<file path="src/hdl/u2a_pkg.sv">
// ----------------------------------------------------------------------------
// u2a_pkg
// Shared types and constants for the UTF-8 to ASCII transliterator.
// ----------------------------------------------------------------------------
package u2a_pkg;

    localparam logic [7:0] CAPACITY_RESET = 8'd64;

    // Byte classes of the source stream.
    localparam logic [7:0] BYTE_END       = 8'h00;
    localparam logic [7:0] ASCII_TOP      = 8'h80;
    localparam logic [7:0] LEAD_LATIN     = 8'hC3;
    localparam logic [7:0] LEAD_THREE     = 8'hE0;
    localparam logic [7:0] LEAD_FOUR      = 8'hF0;
    localparam logic [7:0] SECOND_LOW     = 8'h80;
    localparam logic [7:0] SECOND_HIGH    = 8'hBE;

    localparam logic [1:0] SKIP_TWO_BYTE   = 2'd1;
    localparam logic [1:0] SKIP_THREE_BYTE = 2'd2;
    localparam logic [1:0] SKIP_FOUR_BYTE  = 2'd3;

    // One queue entry: the results caused by one input item.
    typedef struct packed {
        logic       two;     // second character present
        logic [7:0] ch0;
        logic [7:0] ch1;
        logic       last;    // entry is the string terminator
    } u2a_entry_t;

    typedef struct packed {
        logic [7:0] first;
        logic [7:0] second;
    } u2a_pair_t;

    // Replacement for a second byte after 0xC3, indexed by its low five bits.
    // A zero character means nothing is emitted.
    function automatic u2a_pair_t latin_pair(input logic [4:0] idx);
        u2a_pair_t p;
        p.first  = 8'h00;
        p.second = 8'h00;
        unique case (idx)
            5'd0, 5'd1, 5'd2, 5'd3:    p.first = "A";
            5'd4:                      begin p.first = "A"; p.second = "E"; end
            5'd7:                      p.first = "C";
            5'd8, 5'd9, 5'd10, 5'd11:  p.first = "E";
            5'd12, 5'd13, 5'd14, 5'd15: p.first = "I";
            5'd17:                     p.first = "N";
            5'd18, 5'd19, 5'd20, 5'd21: p.first = "O";
            5'd22:                     begin p.first = "O"; p.second = "E"; end
            5'd25, 5'd26, 5'd27:       p.first = "U";
            5'd28:                     begin p.first = "U"; p.second = "E"; end
            5'd31:                     begin p.first = "S"; p.second = "S"; end
            default:                   p.first = 8'h00;
        endcase
        return p;
    endfunction

endpackage

</file>
<file path="src/hdl/u2a_front.sv">
// ----------------------------------------------------------------------------
// u2a_front
// Accepts source bytes, tracks the decoder state and builds one queue entry
// for each byte that produces characters, holding those characters.
// ----------------------------------------------------------------------------
module u2a_front
(
    input  logic                 clk,
    input  logic                 rst_n,
    input  logic                 cfg_wr_en,
    input  logic [7:0]           cfg_wr_data,
    input  logic                 in_valid,
    output logic                 in_ready,
    input  logic [7:0]           in_byte,
    input  logic                 q_full,
    output logic                 q_push,
    output u2a_pkg::u2a_entry_t  q_data
);

    logic [7:0] capacity_reg;
    logic [1:0] skip_left_reg, skip_left_next;
    logic       awaiting_reg, awaiting_next;
    logic [7:0] written_reg, written_next;

    logic                accept;
    logic [7:0]          limit;
    logic                room0;
    logic                room1;
    logic                emit0;
    logic                emit1;
    logic                any_out;
    u2a_pkg::u2a_pair_t  pair;

    assign in_ready = !q_full;
    assign accept   = in_valid && in_ready;

    assign limit = (capacity_reg == 8'd0) ? 8'd0 : capacity_reg - 8'd1;
    assign room0 = written_reg < limit;
    assign room1 = ({1'b0, written_reg} + 9'd1) < {1'b0, limit};
    assign pair  = u2a_pkg::latin_pair(in_byte[4:0]);

    always_comb
    begin
        skip_left_next = skip_left_reg;
        awaiting_next  = awaiting_reg;
        written_next   = written_reg;
        emit0          = 1'b0;
        emit1          = 1'b0;
        q_data.two     = 1'b0;
        q_data.ch0     = in_byte;
        q_data.ch1     = pair.second;
        q_data.last    = 1'b0;
        priority if (in_byte == u2a_pkg::BYTE_END)
        begin
            // The end byte always closes the string, even inside a sequence.
            emit0          = 1'b1;
            q_data.ch0     = u2a_pkg::BYTE_END;
            q_data.last    = 1'b1;
            skip_left_next = 2'd0;
            awaiting_next  = 1'b0;
            written_next   = 8'd0;
        end
        else if (skip_left_reg != 2'd0)
        begin
            skip_left_next = skip_left_reg - 2'd1;
        end
        else if (awaiting_reg)
        begin
            awaiting_next = 1'b0;
            if (in_byte >= u2a_pkg::SECOND_LOW && in_byte <= u2a_pkg::SECOND_HIGH)
            begin
                emit0 = (pair.first != 8'd0) && room0;
                emit1 = emit0 && (pair.second != 8'd0) && room1;
            end
            q_data.ch0   = pair.first;
            q_data.two   = emit1;
            written_next = written_reg + {7'd0, emit0} + {7'd0, emit1};
        end
        else if (!room0)
        begin
            // Buffer full: bytes are consumed silently until the end byte.
        end
        else if (in_byte < u2a_pkg::ASCII_TOP)
        begin
            emit0        = 1'b1;
            written_next = written_reg + 8'd1;
        end
        else if (in_byte == u2a_pkg::LEAD_LATIN)
        begin
            awaiting_next = 1'b1;
        end
        else if (in_byte < u2a_pkg::LEAD_THREE)
        begin
            skip_left_next = u2a_pkg::SKIP_TWO_BYTE;
        end
        else if (in_byte < u2a_pkg::LEAD_FOUR)
        begin
            skip_left_next = u2a_pkg::SKIP_THREE_BYTE;
        end
        else
        begin
            skip_left_next = u2a_pkg::SKIP_FOUR_BYTE;
        end
    end

    assign any_out = emit0;
    assign q_push  = accept && any_out;

    always_ff @(posedge clk or negedge rst_n)
    begin
        if (!rst_n)
        begin
            capacity_reg  <= u2a_pkg::CAPACITY_RESET;
            skip_left_reg <= 2'd0;
            awaiting_reg  <= 1'b0;
            written_reg   <= 8'd0;
        end
        else
        begin
            if (cfg_wr_en)
            begin
                capacity_reg <= cfg_wr_data;
            end
            if (accept)
            begin
                skip_left_reg <= skip_left_next;
                awaiting_reg  <= awaiting_next;
                written_reg   <= written_next;
            end
        end
    end

    // A 0xC3 lead is never pending while continuation bytes are being skipped.
    assert property (@(posedge clk) disable iff (!rst_n)
        !(awaiting_reg && (skip_left_reg != 2'd0)))
        else $error("u2a_front: skip and second-byte wait both active");

    // After an end byte the state is cleared.
    assert property (@(posedge clk) disable iff (!rst_n)
        (accept && (in_byte == u2a_pkg::BYTE_END)) |=>
            (written_reg == 8'd0 && skip_left_reg == 2'd0 && !awaiting_reg))
        else $error("u2a_front: state not cleared after end byte");

endmodule

</file>
<file path="src/hdl/u2a_queue.sv">
// ----------------------------------------------------------------------------
// u2a_queue
// Small first-in first-out queue of result entries between front and back.
// ----------------------------------------------------------------------------
module u2a_queue
#(
    parameter int DEPTH = 4
)
(
    input  logic                 clk,
    input  logic                 rst_n,
    input  logic                 push,
    input  u2a_pkg::u2a_entry_t  push_data,
    output logic                 full,
    input  logic                 pop,
    output logic                 empty,
    output u2a_pkg::u2a_entry_t  head
);

    localparam int PW = (DEPTH > 1) ? $clog2(DEPTH) : 1;
    localparam int CW = $clog2(DEPTH + 1);
    localparam logic [PW-1:0] LAST_SLOT = PW'(DEPTH - 1);

    u2a_pkg::u2a_entry_t slot_reg [DEPTH];
    logic [PW-1:0] wr_ptr_reg, wr_ptr_next;
    logic [PW-1:0] rd_ptr_reg, rd_ptr_next;
    logic [CW-1:0] count_reg, count_next;

    assign full  = (count_reg == CW'(DEPTH));
    assign empty = (count_reg == CW'(0));
    assign head  = slot_reg[rd_ptr_reg];

    always_comb
    begin
        wr_ptr_next = wr_ptr_reg;
        rd_ptr_next = rd_ptr_reg;
        count_next  = count_reg;
        if (push)
        begin
            wr_ptr_next = (wr_ptr_reg == LAST_SLOT) ? PW'(0) : wr_ptr_reg + PW'(1);
        end
        if (pop)
        begin
            rd_ptr_next = (rd_ptr_reg == LAST_SLOT) ? PW'(0) : rd_ptr_reg + PW'(1);
        end
        if (push && !pop)
        begin
            count_next = count_reg + CW'(1);
        end
        else if (pop && !push)
        begin
            count_next = count_reg - CW'(1);
        end
    end

    always_ff @(posedge clk or negedge rst_n)
    begin
        if (!rst_n)
        begin
            wr_ptr_reg <= '0;
            rd_ptr_reg <= '0;
            count_reg  <= '0;
        end
        else
        begin
            wr_ptr_reg <= wr_ptr_next;
            rd_ptr_reg <= rd_ptr_next;
            count_reg  <= count_next;
        end
    end

    always_ff @(posedge clk)
    begin
        if (push)
        begin
            slot_reg[wr_ptr_reg] <= push_data;
        end
    end

    assert property (@(posedge clk) disable iff (!rst_n) push |-> !full)
        else $error("u2a_queue: push while full");

    assert property (@(posedge clk) disable iff (!rst_n) pop |-> !empty)
        else $error("u2a_queue: pop while empty");

endmodule

</file>
<file path="src/hdl/u2a_back.sv">
// ----------------------------------------------------------------------------
// u2a_back
// Drains queue entries into the output register, one character per cycle
// while the receiver takes them, splitting two-character entries over two results.
// ----------------------------------------------------------------------------
module u2a_back
(
    input  logic                 clk,
    input  logic                 rst_n,
    input  logic                 q_empty,
    input  u2a_pkg::u2a_entry_t  q_head,
    output logic                 q_pop,
    output logic                 out_valid,
    input  logic                 out_ready,
    output logic [7:0]           out_char,
    output logic                 out_last
);

    logic       valid_reg, valid_next;
    logic [7:0] char_reg, char_next;
    logic       last_reg, last_next;
    logic       second_reg, second_next;
    logic       load;

    // The output register may be refilled when it is empty or being taken.
    assign load = !valid_reg || out_ready;

    always_comb
    begin
        valid_next  = valid_reg;
        char_next   = char_reg;
        last_next   = last_reg;
        second_next = second_reg;
        q_pop       = 1'b0;
        if (load)
        begin
            valid_next = !q_empty;
            if (!q_empty)
            begin
                char_next = second_reg ? q_head.ch1 : q_head.ch0;
                last_next = q_head.last;
                q_pop     = second_reg || !q_head.two;
                second_next = !q_pop;
            end
        end
    end

    always_ff @(posedge clk or negedge rst_n)
    begin
        if (!rst_n)
        begin
            valid_reg  <= 1'b0;
            second_reg <= 1'b0;
        end
        else
        begin
            valid_reg  <= valid_next;
            second_reg <= second_next;
        end
    end

    always_ff @(posedge clk)
    begin
        char_reg <= char_next;
        last_reg <= last_next;
    end

    assign out_valid = valid_reg;
    assign out_char  = char_reg;
    assign out_last  = last_reg;

    // The terminator always carries a zero character.
    assert property (@(posedge clk) disable iff (!rst_n)
        (valid_reg && last_reg) |-> (char_reg == 8'd0))
        else $error("u2a_back: terminator with nonzero character");

    // The second half of a pair is only pending behind a two-character entry.
    assert property (@(posedge clk) disable iff (!rst_n)
        second_reg |-> (!q_empty && q_head.two))
        else $error("u2a_back: pending second character without entry");

endmodule

</file>
<file path="src/hdl/utf8_to_ascii_transliterator.sv">
// ----------------------------------------------------------------------------
// utf8_to_ascii_transliterator
// Turns a UTF-8 byte stream into ASCII; Latin letters after 0xC3 become uppercase.
// ----------------------------------------------------------------------------
// A result passes from the accepted byte through a queue slot and then the
// output register before it appears on the master side, held there until taken.
// Throughput: one byte per cycle while the result queue is not full; a pair such
// as AE leaves as two characters, and the queue of QUEUE_DEPTH entries absorbs the extra one.
// Reset clears the decoder state and the queue and sets capacity to 64.
module utf8_to_ascii_transliterator
#(
    parameter int QUEUE_DEPTH = 4
)
(
    input  logic       clk,
    input  logic       rst_n,
    input  logic       cfg_wr_en,
    input  logic [7:0] cfg_wr_data,    // capacity
    input  logic       s_axis_tvalid,
    output logic       s_axis_tready,
    input  logic [7:0] s_axis_tdata,   // [7:0] in_byte
    output logic       m_axis_tvalid,
    input  logic       m_axis_tready,
    output logic [7:0] m_axis_tdata,   // [7:0] out_char
    output logic       m_axis_tlast
);

    logic                q_push;
    logic                q_full;
    logic                q_pop;
    logic                q_empty;
    u2a_pkg::u2a_entry_t q_in;
    u2a_pkg::u2a_entry_t q_head;

    u2a_front u_front
    (
        .clk         (clk),
        .rst_n       (rst_n),
        .cfg_wr_en   (cfg_wr_en),
        .cfg_wr_data (cfg_wr_data),
        .in_valid    (s_axis_tvalid),
        .in_ready    (s_axis_tready),
        .in_byte     (s_axis_tdata),
        .q_full      (q_full),
        .q_push      (q_push),
        .q_data      (q_in)
    );

    u2a_queue #(.DEPTH(QUEUE_DEPTH)) u_queue
    (
        .clk       (clk),
        .rst_n     (rst_n),
        .push      (q_push),
        .push_data (q_in),
        .full      (q_full),
        .pop       (q_pop),
        .empty     (q_empty),
        .head      (q_head)
    );

    u2a_back u_back
    (
        .clk       (clk),
        .rst_n     (rst_n),
        .q_empty   (q_empty),
        .q_head    (q_head),
        .q_pop     (q_pop),
        .out_valid (m_axis_tvalid),
        .out_ready (m_axis_tready),
        .out_char  (m_axis_tdata),
        .out_last  (m_axis_tlast)
    );

endmodule
</file>
<file path="config.mk">
export PLATFORM = sky130hd
export DESIGN_NAME = utf8_to_ascii_transliterator
export DESIGN_NICKNAME = d
export VERILOG_FILES = /design/src/hdl/u2a_pkg.sv /design/src/hdl/u2a_front.sv /design/src/hdl/u2a_queue.sv /design/src/hdl/u2a_back.sv /design/src/hdl/utf8_to_ascii_transliterator.sv
export SDC_FILE = /design/constraint.sdc
export NUM_CORES = 1
export LEC_CHECK = 0
export BUFFER_PORTS_ARGS = -buffer_cell sky130_fd_sc_hd__buf_2
export CAP_MARGIN = 20
export CORE_MARGIN = 2
export CORE_UTILIZATION = 30
export DETAILED_ROUTE_END_ITERATION = 10
export GPL_ROUTABILITY_DRIVEN = 0
export GPL_TIMING_DRIVEN = 0
export SLEW_MARGIN = 20
export SYNTH_ARGS = -nofsm -noshare
export SYNTH_HDL_FRONTEND = slang
export SYNTH_SLANG_ARGS = --single-unit
</file>
<file path="constraint.sdc">
create_clock -name clk -period 3.7 [get_ports clk]
set_input_delay 0.185 -clock clk [delete_from_list [all_inputs] [get_ports clk]]
set_output_delay 0.185 -clock clk [all_outputs]
set_load 0.05 [all_outputs]
</file>
# Yosys cells after proc, flatten, opt, wreduce, memory -nomap -nowiden

Memory sizes are Yosys's and may differ from the RTL's.
Index checks and enable logic that the tools add are counted.

Register bits after elaboration: 37
Memory bits (writable): 68
Input bits: 21
Output and inout bits: 11
Word-level logic and storage cells: 149
Memories kept: 1

Memories:

| memory           | depth | bits a word | rd ports | clocked after memory_dff | write ports | RTL line        | RTL |
|---|---|---|---|---|---|---|---|
| u_queue.slot_reg | 4     | 17          | 1        | 0                        | 1           | u2a_queue.sv:24 | `u2a_pkg::u2a_entry_t slot_reg [DEPTH];` |

Add/sub/neg operators: 10
$lt $le $gt $ge: 7
Eq/ne operators: 32
Mux-type cells: 49
Bitwise logic cells: 1
Reductions and logical operators: 38

Operators with widths:

| operator              | count |
|---|---|
| $mux W8               | 8 |
| $pmux W7 S8           | 1 |
| $eq A5 B5 Y1 const B  | 11 |
| $eq A5 B4 Y1 const B  | 8 |
| $mux W1               | 26 |
| $lt A8 B8 Y1 const B  | 3 |
| $mux W2               | 9 |
| $mux W9               | 2 |
| $add A8 B1 Y8         | 2 |
| $logic_not A8 Y1      | 2 |
| $reduce_bool A8 Y1    | 2 |
| $pmux W7 S2           | 1 |
| $reduce_or A4 Y1      | 3 |
| $eq A5 B2 Y1 const B  | 2 |
| $eq A5 B3 Y1 const B  | 2 |
| $reduce_or A5 Y1      | 2 |
| $add A8 B1 Y9 const B | 1 |
| $lt A9 B8 Y1          | 1 |
| $reduce_bool A3 Y1    | 3 |
| $add A8 B1 Y8 const B | 1 |
| $eq A8 B8 Y1 const B  | 1 |
| $ge A8 B8 Y1 const B  | 1 |
| $le A8 B8 Y1 const B  | 1 |
| $logic_and A1 B1 Y1   | 8 |
| 23 further kinds      | 36 |

# Depth between registers and ports, before layout

Gate-level depths: netlist of the first run.

Word-level depth: 17
Gate-level depth with buffers: 20
Mapped depth without buffers: 19

# Cells and area by module

A second synthesis of the first run with hierarchy kept.

Cells, all modules: 432
Area total of the unflattened synthesis: 5,604.1 um2

Modules (own cells, without submodules):

| module    | instances | cells an instance | area an instance (um2) | seq. area each (um2) |
|---|---|---|---|---|
| u2a_queue | 1         | 131               | 3,014.1                | 2,337.2 |
| u2a_front | 1         | 274               | 2,109.5                | 476.7 |
| u2a_back  | 1         | 27                | 480.5                  | 320.3 |

# Worst setup path after synthesis of the first run

OpenSTA, ideal clock, no wires.

Kind: flip-flop to flip-flop
Start point: register u_front.capacity_reg[0]
End point: register u_front.written_reg[6]
Library setup time: 0.069 ns
Data arrival time: 3.878 ns
Required time: 3.631 ns
Setup slack: -0.247 ns
Cell stages (with the launch flop): 21
Buffers on the path: 1
Period minus slack after synthesis: 3.947 ns
Cell sequence: dfrtp_1 > inv_1 > ha_1 > nand2_1 > or3_1 > nor3_1 > a21oi_1 > ha_1 > o21ai_0 > o221ai_1 > o21bai_1 > buf_2 > nor4_1 > nand3_1 > nor2_1 > fa_1 > ha_1 > nand4_1 > or2_2 > a211o_1 > nand3_1

Word-level cells in the longest chain between the ends: 14
Elaborated cells on any way between the ends: 23
Classes of those cells: add/sub (3); order compare (2); mux (12); reduce/logical (6)

Ends and longest elaborated chain:

| item                                                                  | RTL line         | RTL |
|---|---|---|
| start: declaration                                                    | u2a_front.sv:20  | `logic [7:0] capacity_reg;` |
| start signal: assignment                                              | u2a_front.sv:113 | `capacity_reg <= u2a_pkg::CAPACITY_RESET;` |
| start signal: assignment                                              | u2a_front.sv:122 | `capacity_reg <= cfg_wr_data;` |
| $sub A8 B1 Y8 / $logic_not A8 Y1 (equally long branches)              | u2a_front.sv:37  | `assign limit = (capacity_reg == 8'd0) ? 8'd0 : capacity_reg - 8'd1;` |
| $mux W8 *                                                             | u2a_front.sv:37  |  |
| parallel branches: the longest is 12 deep, another holds $lt A8 B8 Y1 | n/a              |  |
| end signal: assignment                                                | u2a_front.sv:128 | `written_reg <= written_next;` |
| end: declaration                                                      | u2a_front.sv:23  | `logic [7:0] written_reg, written_next;` |

Every way passes the cells marked *. The select of a mux whose other input is x is not followed.
A chain may end at the register's enable or synchronous reset.

# Worst setup path after layout of the first run

Ends and elaborated chain as after synthesis.

==> results of run 1 <==
-- critical path, cell delays in order, from the launching register on --
cell and delay (ns):
dfrtp_1 0.40, inv_2 0.10, ha_4 0.15, nand2_4 0.05, or3_4 0.36, nor3_4 0.18
a21oi_2 0.07, ha_4 0.23, nand4_1 0.17, o221ai_2 0.13, o21bai_4 0.20, buf_6 0.13
nor4_4 0.17, nand3_1 0.16, nor2_2 0.18, fa_2 0.25, buf_6 0.10, ha_4 0.12
nand4_1 0.10, or2_4 0.29, a211o_1 0.26, nand3_1 0.08
-- through the flow --
stage / hold WS, ns / setup TNS [ns]
2_1_floorplan: -0.111 / -0.0526
3_3_place_gp: 0.264 / -3.64
3_5_place_dp: 0.286 / -4.15
4_1_cts: 0.0329 / -1.14
5_1_grt: 0.0522 / -2.36
6_report: 0.0412 / -0.988
-- metal layers --
layer,vias to the layer above,GRT usage
li1,1654,-
met1,1747,0.152
met2,55,0.237
met3,17,0.0309
met4,0,0.0405
met5,-,0
-- where the power goes --
part / internal, mW / switching [mW] / leakage, nW
registers: 1.29 / 0.156 / 0.898
logic: 0.687 / 0.923 / 1.19
clock network: 0.474 / 0.431 / 0.142
-- kinds of logic (layout without fill, tap and decap cells) --
| group | count (synthesis) | in the layout | share of synthesized area |
|---|---|---|---|
| mux | 23 | 23 | 0.0844 |
| buf+inv | 40 | 102 | 0.0364 |
| xor+xnor | 17 | 17 | 0.0307 |
| simple gates | 143 | 143 | 0.149 |
| compound gates | 74 | 74 | 0.107 |
| flops | 89 | 89 | 0.522 |
| fa+ha+maj | 26 | 26 | 0.0702 |
-- synthesized netlist by cell type (7+ instances only) --
master	number
ha_1	24
xor2_1	10
dfrtp_1	27
edfxtp_1	61
mux2_2	9
nor3_1	11
nand4_1	7
nand2_1	39
nor2_1	32
inv_1	18
a21oi_1	12
mux4_2	13
nand3_1	16
clkbuf_1	11
xnor2_1	7
o21ai_0	16
-- how the worst max path moves through the flow --
stage,startpoint,endpoint
after detailed placement,u_front.capacity_reg[0]$_DFFE_PN0P_,u_front.written_reg[6]$_DFFE_PN0P_
final,u_front.capacity_reg[0]$_DFFE_PN0P_,u_front.written_reg[6]$_DFFE_PN0P_
after global routing,u_front.capacity_reg[0]$_DFFE_PN0P_,u_front.written_reg[6]$_DFFE_PN0P_
after floorplan,u_front.capacity_reg[0]$_DFFE_PN0P_,u_front.written_reg[6]$_DFFE_PN0P_
after CTS,u_front.capacity_reg[1]$_DFFE_PN0P_,u_front.written_reg[6]$_DFFE_PN0P_
after global placement,u_front.capacity_reg[0]$_DFFE_PN0P_,u_front.written_reg[6]$_DFFE_PN0P_
-- repair_timing --
item                                    in CTS  in global routing
endpoints found under the hold margin       27                  0
buffers inserted                            16                  5
cloned                                       0                  0
resized for setup                           39                 17
pin swaps                                   22                 21
endpoints found under the setup margin      14                 53
hold buffers                                 1                  0
-- layout make-up --
| cell class | count | area, um^2 |
|---|---|---|
| buffer | 21 | 111 |
| clock buffer | 9 | 225 |
| clock inverter | 7 | 70.1 |
| fill | 1507 | 9870 |
| inverter | 19 | 71.3 |
| multi-input combinational | 283 | 2390 |
| sequential | 89 | 2530 |
| tap | 216 | 270 |
| timing repair buffer | 46 | 289 |
==> out/qor.yml, run 1 <==
irDropWorstVdd_uv: 287
syn_nets: 459
hold_path_end: "u_back.out_valid$_DFFE_PN0P_"
synth_cells: 412
postRouteAntennaNets: 0
route.met3.wl_um: 331
tightestPinTransition_ns: 0.796
io_buffers: 25
synth_top_area_frac: 0.378
timing.rr.end: "u_front.written_reg[6]$_DFFE_PN0P_"
ys.flop_type: "edfxtp_1"
num_vias: 3473
final_common_cell: "edfxtp_1"
grtUsageTotal: 0.130
p_total_mw: 3.96
cp-end-kind: "register"
leakage_nw: 2.23
first_pass_iters: 4
setup_viol: 6
reg2reg_from: "u_front.capacity_reg[0]$_DFFE_PN0P_"
drc_errors: 0
failed_checks: "negative setup slack"
ys_async_sr_fraction: 0.315
met1_length_um: 4710
hpwl_um: 7480
drv_cap: 0
fin_crit_sh: 1.07
yosys_warnings: 0
netlist_area_um2: 4850
fmax_mhz: 253
clock-sinks: 89
hold_depth: 2
clkLatencyLatePin_ns: 0.35
slew_viol_final: 0
yosys.cell_types.count: 63
status: "finished, violations left"
antenna_cells: 0
grt_pass1_wl_um: 17900
critPathLaunchType: "register"
final_cell_mix: "edfxtp_1 (61), nand2_1 (36), nor2_1 (29), buf_2 (29), dfrtp_1 (26)"
ys_top_cells_by_area: "edfxtp_1 (38%), dfrtp_1 (14%), ha_1 (6.2%)"
largest_reg_flops: 52
fin_crit_ns: 3.95
grt_antenna_before_repair: 0
avgSynthCellArea_um2: 11.8
slew-limit-headroom: 0.465
power.density_nw_per_um2: 664
syn2layout_area_growth_pct: 22.9
grt_overflow: 0
min_path_type: "in2reg"
fp.dieW_um: 131
cts_max_level: 3
rrSetupSlack_ns: -0.25
io_pins: 32
critPathArrivalTime_ns: 4.24
cts_buffer_depth: 2
finalWorstSetupSlack_ns: -0.254
die_h_um: 131
hold_violations: 0
fin_util: 0.377
coreArea_um2: 15800
via_per_inst: 5.03
ys_seq_elements: 89
placed_cell_area_um2: 5260
dp_cells: 653
wl_um: 11000
ys_seq_area_frac: 0.522
crit_type: "reg2reg"
start_util: 0.306
routed-wl-met2_um: 5770
fin_cells: 690
grt_pass1_vias: 3615
final_nets: 516
cts_tree: "yes"
drt-initial-drc-count: 177
grt_start_max_net_pins: 29
die_area_um2: 17200
fp-row-count: 46
preCtsSetupSlack_ns: -0.610
synth_largest_area_cell: "edfxtp_1"
synth_edf_count: 61
r2r.worst_path.cells: 21
drive_above_1_share: 0.316
path_max_fanout: 3
clk_pin_slew_ns: 0.07
clock_skew_ns: 0.00756
wl_per_cell_um: 16.0
fin_area_um2: 5960
rsz0062_at_grt: "true"
root_buffer: "clkbuf_16"
cp.required_ns: 3.98
hp-start: "m_axis_tready"
cts_buffers: 9
top_layer: "met4"
(Power assumes the default switching activity.)
==> run 2: changes to the inputs <==
--- a/config.mk
+++ b/config.mk
@@ -8,7 +8,7 @@
 export BUFFER_PORTS_ARGS = -buffer_cell sky130_fd_sc_hd__buf_2
 export CAP_MARGIN = 20
 export CORE_MARGIN = 2
-export CORE_UTILIZATION = 30
+export CORE_UTILIZATION = 35
 export DETAILED_ROUTE_END_ITERATION = 10
 export GPL_ROUTABILITY_DRIVEN = 0
 export GPL_TIMING_DRIVEN = 0
==> out/qor.yml, run 2 (same netlist as run 1, synthesis figures left out) <==
fin_area_um2: 6120
grt_overflow: 0
via_per_inst: 5.29
critPathLaunchType: "register"
final_common_cell: "edfxtp_1"
io_pins: 32
fin_setup_tns_ns: -2.00
fin_hold_ws_ns: 0.0510
crit_type: "reg2reg"
hpwl_um: 7310
clock_skew_ns: 0.0130
start_util: 0.353
num_vias: 3551
fmax_mhz: 248
grt_pass1_wl_um: 17900
clkPwrFrac: 0.224
power.density_nw_per_um2: 665
preCtsSetupSlack_ns: -0.528
largest_reg_flops: 52
final_nets: 533
cts_buffers: 9
cts_tree: "yes"
io_buffers: 25
drv_cap: 0
clk_pin_slew_ns: 0.07
fp.dieW_um: 122
fin_util: 0.446
dp_cells: 617
clock-sinks: 89
root_buffer: "clkbuf_16"
postRouteAntennaNets: 0
min_path_type: "in2reg"
p_total_mw: 4.07
die_h_um: 122
finalWorstSetupSlack_ns: -0.326
clkLatencyLatePin_ns: 0.34
fin_crit_ns: 4.03
leakage_nw: 2.32
fp-row-count: 43
drt-initial-drc-count: 264
wl_per_cell_um: 17.2
grt_use_met3: 0.0262
irDropWorstVdd_uv: 269
setup_viol: 9
cts_buffer_depth: 2
drc_errors: 0
die_area_um2: 14800
grt_antenna_before_repair: 0
tightestPinTransition_ns: 0.899
cp-end-kind: "register"
grtUsageTotal: 0.155
placed_cell_area_um2: 5220
syn2layout_area_growth_pct: 26.2
grt_start_max_net_pins: 29
slew-limit-headroom: 0.395
fin_crit_sh: 1.09
met2_usage: 0.261
p_switching_mw: 1.57
fin_cells: 671
rsz0062_at_grt: "true"
pwr-share-comb: 0.423
final_cell_mix: "edfxtp_1 (61), buf_4 (37), nand2_1 (34), nor2_1 (29), buf_2 (29)"
hold_violations: 0
wl_um: 11600
switching_share: 0.385
first_pass_iters: 4
seqPwrFrac: 0.354
drive_above_1_share: 0.356
path_max_fanout: 4
critPathArrivalTime_ns: 4.31
grt_pass1_vias: 3585
slew_viol_final: 0
status: "finished, violations left"
cts_max_level: 3
coreArea_um2: 13700
internal_power_mw: 2.51
busiest_layer: "met2"
cp.required_ns: 3.98
met1_usage: 0.202
failed_checks: "negative setup slack"
antenna_cells: 0
[run 2: changes by cell type in the layout (fill, tap and decap cells not counted), sizes merged]
cell,before,now
buf,54,71
clkinv,3,4
inv,22,21
[run 2: cell type report]
class	count	area, um^2
timing repair buffer	63	424
sequential	89	2540
clock buffer	9	225
clock inverter	7	72.6
fill	1230	7600
inverter	19	71.3
tap	180	225
multi-input combinational	283	2460
buffer	21	111
[run 2: layer usage]
metal / routed length (um) / vias to the layer above / part of all wire
met5: 0 / - / 0
met3: 487 / 13 / 0.042
met4: 177 / 0 / 0.015
li1: - / 1686 / -
met2: 5720 / 92 / 0.49
met1: 5190 / 1760 / 0.45
[run 2: final timing paths]
check | slack [ns] | endpoint | depth (start not counted) | start
hold reg to reg | 0.50 | u_queue.count_reg[2]$_DFFE_PN0P_ | 1 | u_queue.count_reg[2]$_DFFE_PN0P_
max in group asynchronous | 2.73 | u_front.capacity_reg[3]$_DFFE_PN0P_ | 2 | rst_n
setup reg to reg | -0.33 | u_front.written_reg[5]$_DFFE_PN0P_ | 21 | u_front.capacity_reg[0]$_DFFE_PN0P_
min in group asynchronous | 0.43 | u_front.written_reg[3]$_DFFE_PN0P_ | 2 | rst_n
setup / recovery | -0.33 | u_front.written_reg[5]$_DFFE_PN0P_ | 21 | u_front.capacity_reg[0]$_DFFE_PN0P_
hold / removal | 0.05 | u_back.out_valid$_DFFE_PN0P_ | 2 | m_axis_tready
[run 2: power groups by stage]
| stage | clock, mW | sequential (mW) | combinational, mW |
|---|---|---|---|
| finish | 0.910 | 1.44 | 1.72 |
| CTS | 0.923 | 1.43 | 1.58 |
| global route | 0.957 | 1.47 | 1.88 |
| floorplan | 0 | 1.60 | 0.924 |
| detailed placement | 0 | 1.45 | 1.42 |
| global placement | 0 | 1.44 | 1.39 |
[run 2: what timing repair did]
action                                  in CTS  in global routing
hold buffers                                 1                  0
pin swaps                                   12                 27
setup buffers                               26                 12
endpoints found under the setup margin      10                 66
hold endpoints to repair                    27                  0
gates resized for setup                     29                 43
[run 2: critical path, stage by stage, from the launching register on]
cell      delay, ns
dfrtp_1        0.40
inv_2          0.09
ha_4           0.14
nand2_4        0.05
or3_4          0.42
nor3_4         0.21
a21oi_4        0.06
ha_4           0.18
a211oi_4       0.22
o221ai_2       0.17
o21bai_4       0.21
buf_6          0.13
nor4_4         0.18
nand3_2        0.15
nor2_4         0.15
fa_2           0.23
buf_4          0.11
nand2_2        0.05
o31ai_4        0.08
nand3_2        0.17
or4_4          0.45
nand3_2        0.09
==> run 3: changes to the inputs <==
--- a/config.mk
+++ b/config.mk
@@ -12,6 +12,7 @@
 export DETAILED_ROUTE_END_ITERATION = 10
 export GPL_ROUTABILITY_DRIVEN = 0
 export GPL_TIMING_DRIVEN = 0
+export PLACE_DENSITY = 0.58
 export SLEW_MARGIN = 20
 export SYNTH_ARGS = -nofsm -noshare
 export SYNTH_HDL_FRONTEND = slang
==> out/qor.yml, run 3 (same netlist as run 1, synthesis figures left out) <==
slew-limit-headroom: 0.430
io_pins: 32
wl_um: 10800
crit_type: "reg2reg"
start_util: 0.353
drc_errors: 0
drive_above_1_share: 0.316
grtUsageTotal: 0.151
grt_pass1_wl_um: 17300
critPathArrivalTime_ns: 4.15
irDropWorstVdd_uv: 258
critPathLaunchType: "register"
path_buf_inv: 1
p_total_mw: 4.01
drt-initial-drc-count: 257
final_common_cell: "edfxtp_1"
num_vias: 3515
fp-row-count: 43
grt_pass1_vias: 3556
cp-end-kind: "register"
cp_top_family: "simple AND/OR/NAND/NOR gates"
antenna_cells: 0
syn2layout_area_growth_pct: 22.5
cts_buffer_depth: 2
slew_viol_final: 0
cts_buffers: 9
die_h_um: 122
min_path_type: "in2reg"
hpwl_um: 7220
rsz0062_at_grt: "true"
grt_start_max_net_pins: 29
fin_cells: 655
clock_skew_ns: 0.00741
cp_cell_sequence: "nor2_2, nand2_4, or3_4, nor3_4, a21oi_4, ha_4, a211oi_2, o221ai_2, o21bai_4, buf_6, nor4_4, nand3_2, nor2_4, fa_2, nand2_2, o31ai_4, nand3_2, or4_1, nand3_1"
failed_checks: "negative setup slack"
cts_max_level: 3
setup_viol: 5
drv_cap: 0
cts_tree: "yes"
postRouteAntennaNets: 0
fin_crit_sh: 1.05
die_area_um2: 14800
root_buffer: "clkbuf_16"
tightestPinTransition_ns: 0.848
first_pass_iters: 4
final_cell_mix: "edfxtp_1 (61), nand2_1 (35), nor2_1 (29), buf_2 (29), dfrtp_1 (25)"
via_per_inst: 5.37
largest_reg_flops: 52
fp.dieW_um: 122
clock-sinks: 89
fin_crit_ns: 3.88
slowest_delay_ns: 0.55
fin_hold_ws_ns: 0.0531
fmax_mhz: 258
leakage_nw: 2.23
path_max_fanout: 4
rrSetupSlack_ns: -0.18
num-fill-cells: 1255
io_buffers: 25
status: "finished, violations left"
finalWorstSetupSlack_ns: -0.176
final_nets: 517
wl_per_cell_um: 16.5
grt_antenna_before_repair: 0
coreArea_um2: 13700
grt_overflow: 0
crit_top_cell: "nand3_2"
hold_violations: 0
clk_pin_slew_ns: 0.07
cp.required_ns: 3.97
dp_cells: 617
crit_slowest_cell: "or4_1"
clkLatencyLatePin_ns: 0.34
power.density_nw_per_um2: 675
run 3: cell count changes in the layout (fill, tap and decap cells not counted), sizes merged:
cell / change
clkinvlp: +1
clkbuf: +1
buf: -16
bufinv: +1
clkinv: -3
run 3: worst paths after layout:
check | from | end | cells after the start
hold / removal | m_axis_tready | u_back.out_valid$_DFFE_PN0P_ | 2
max in group asynchronous | rst_n | u_front.capacity_reg[2]$_DFFE_PN0P_ | 2
hold reg to reg | u_queue.count_reg[2]$_DFFE_PN0P_ | u_queue.count_reg[2]$_DFFE_PN0P_ | 1
setup reg to reg | u_front.capacity_reg[3]$_DFFE_PN0P_ | u_front.written_reg[7]$_DFFE_PN0P_ | 19
setup / recovery | u_front.capacity_reg[3]$_DFFE_PN0P_ | u_front.written_reg[7]$_DFFE_PN0P_ | 19
min in group asynchronous | rst_n | u_front.skip_left_reg[0]$_DFFE_PN0P_ | 2
run 3: cell type report:
type	count	area, um^2	area share
clock buffers	10	229	0.0385
multi-input cells	283	2390	0.402
well taps	180	225	0.0379
plain buffers	21	111	0.0187
clock inverters	6	73.8	0.0124
flip-flops and latches	89	2540	0.427
inverters	19	71.3	0.0120
repair buffers	47	308	0.0518
run 3: timing repair:
item                                    in CTS  in global routing
gates resized for setup                     28                 29
hold buffers                                 1                  0
hold endpoints to repair                    27                  0
endpoints found under the setup margin      10                 46
pin swaps                                   16                 20
buffers inserted                            14                  9
run 3: routing by layer:
layer  up-vias  global-route usage  routed length, um
li1       1656                   -                  -
met2        71               0.270               5810
met5         -                   0                  0
met4         0              0.0611                184
met3        15              0.0332                340
met1      1773               0.177               4490
run 3: report_power, final:
part	switching (mW)	internal, mW
Sequential	0.156	1.29
Combinational	0.944	0.693
Clock	0.397	0.533
run 3: worst register-to-register path: stages, from the launching register on:
cell	delay (ns)
dfrtp_1	0.45
nor2_2	0.18
nand2_4	0.06
or3_4	0.36
nor3_4	0.17
a21oi_4	0.06
ha_4	0.17
a211oi_2	0.22
o221ai_2	0.13
o21bai_4	0.20
buf_6	0.13
nor4_4	0.18
nand3_2	0.14
nor2_4	0.14
fa_2	0.25
nand2_2	0.08
o31ai_4	0.08
nand3_2	0.16
or4_1	0.55
nand3_1	0.09
run 3: per-stage QoR:
stage	TNS, ns	utilization	worst slack (ns)	cell area, um^2
floorplan	-0.0526	-	-0.0526	4870
global placement	-3.30	0.380	-0.516	5220
detailed placement	-3.90	0.381	-0.536	5220
CTS	-1.45	0.419	-0.305	5750
global route	-1.89	0.433	-0.351	5940
finish	-0.665	0.433	-0.176	5940
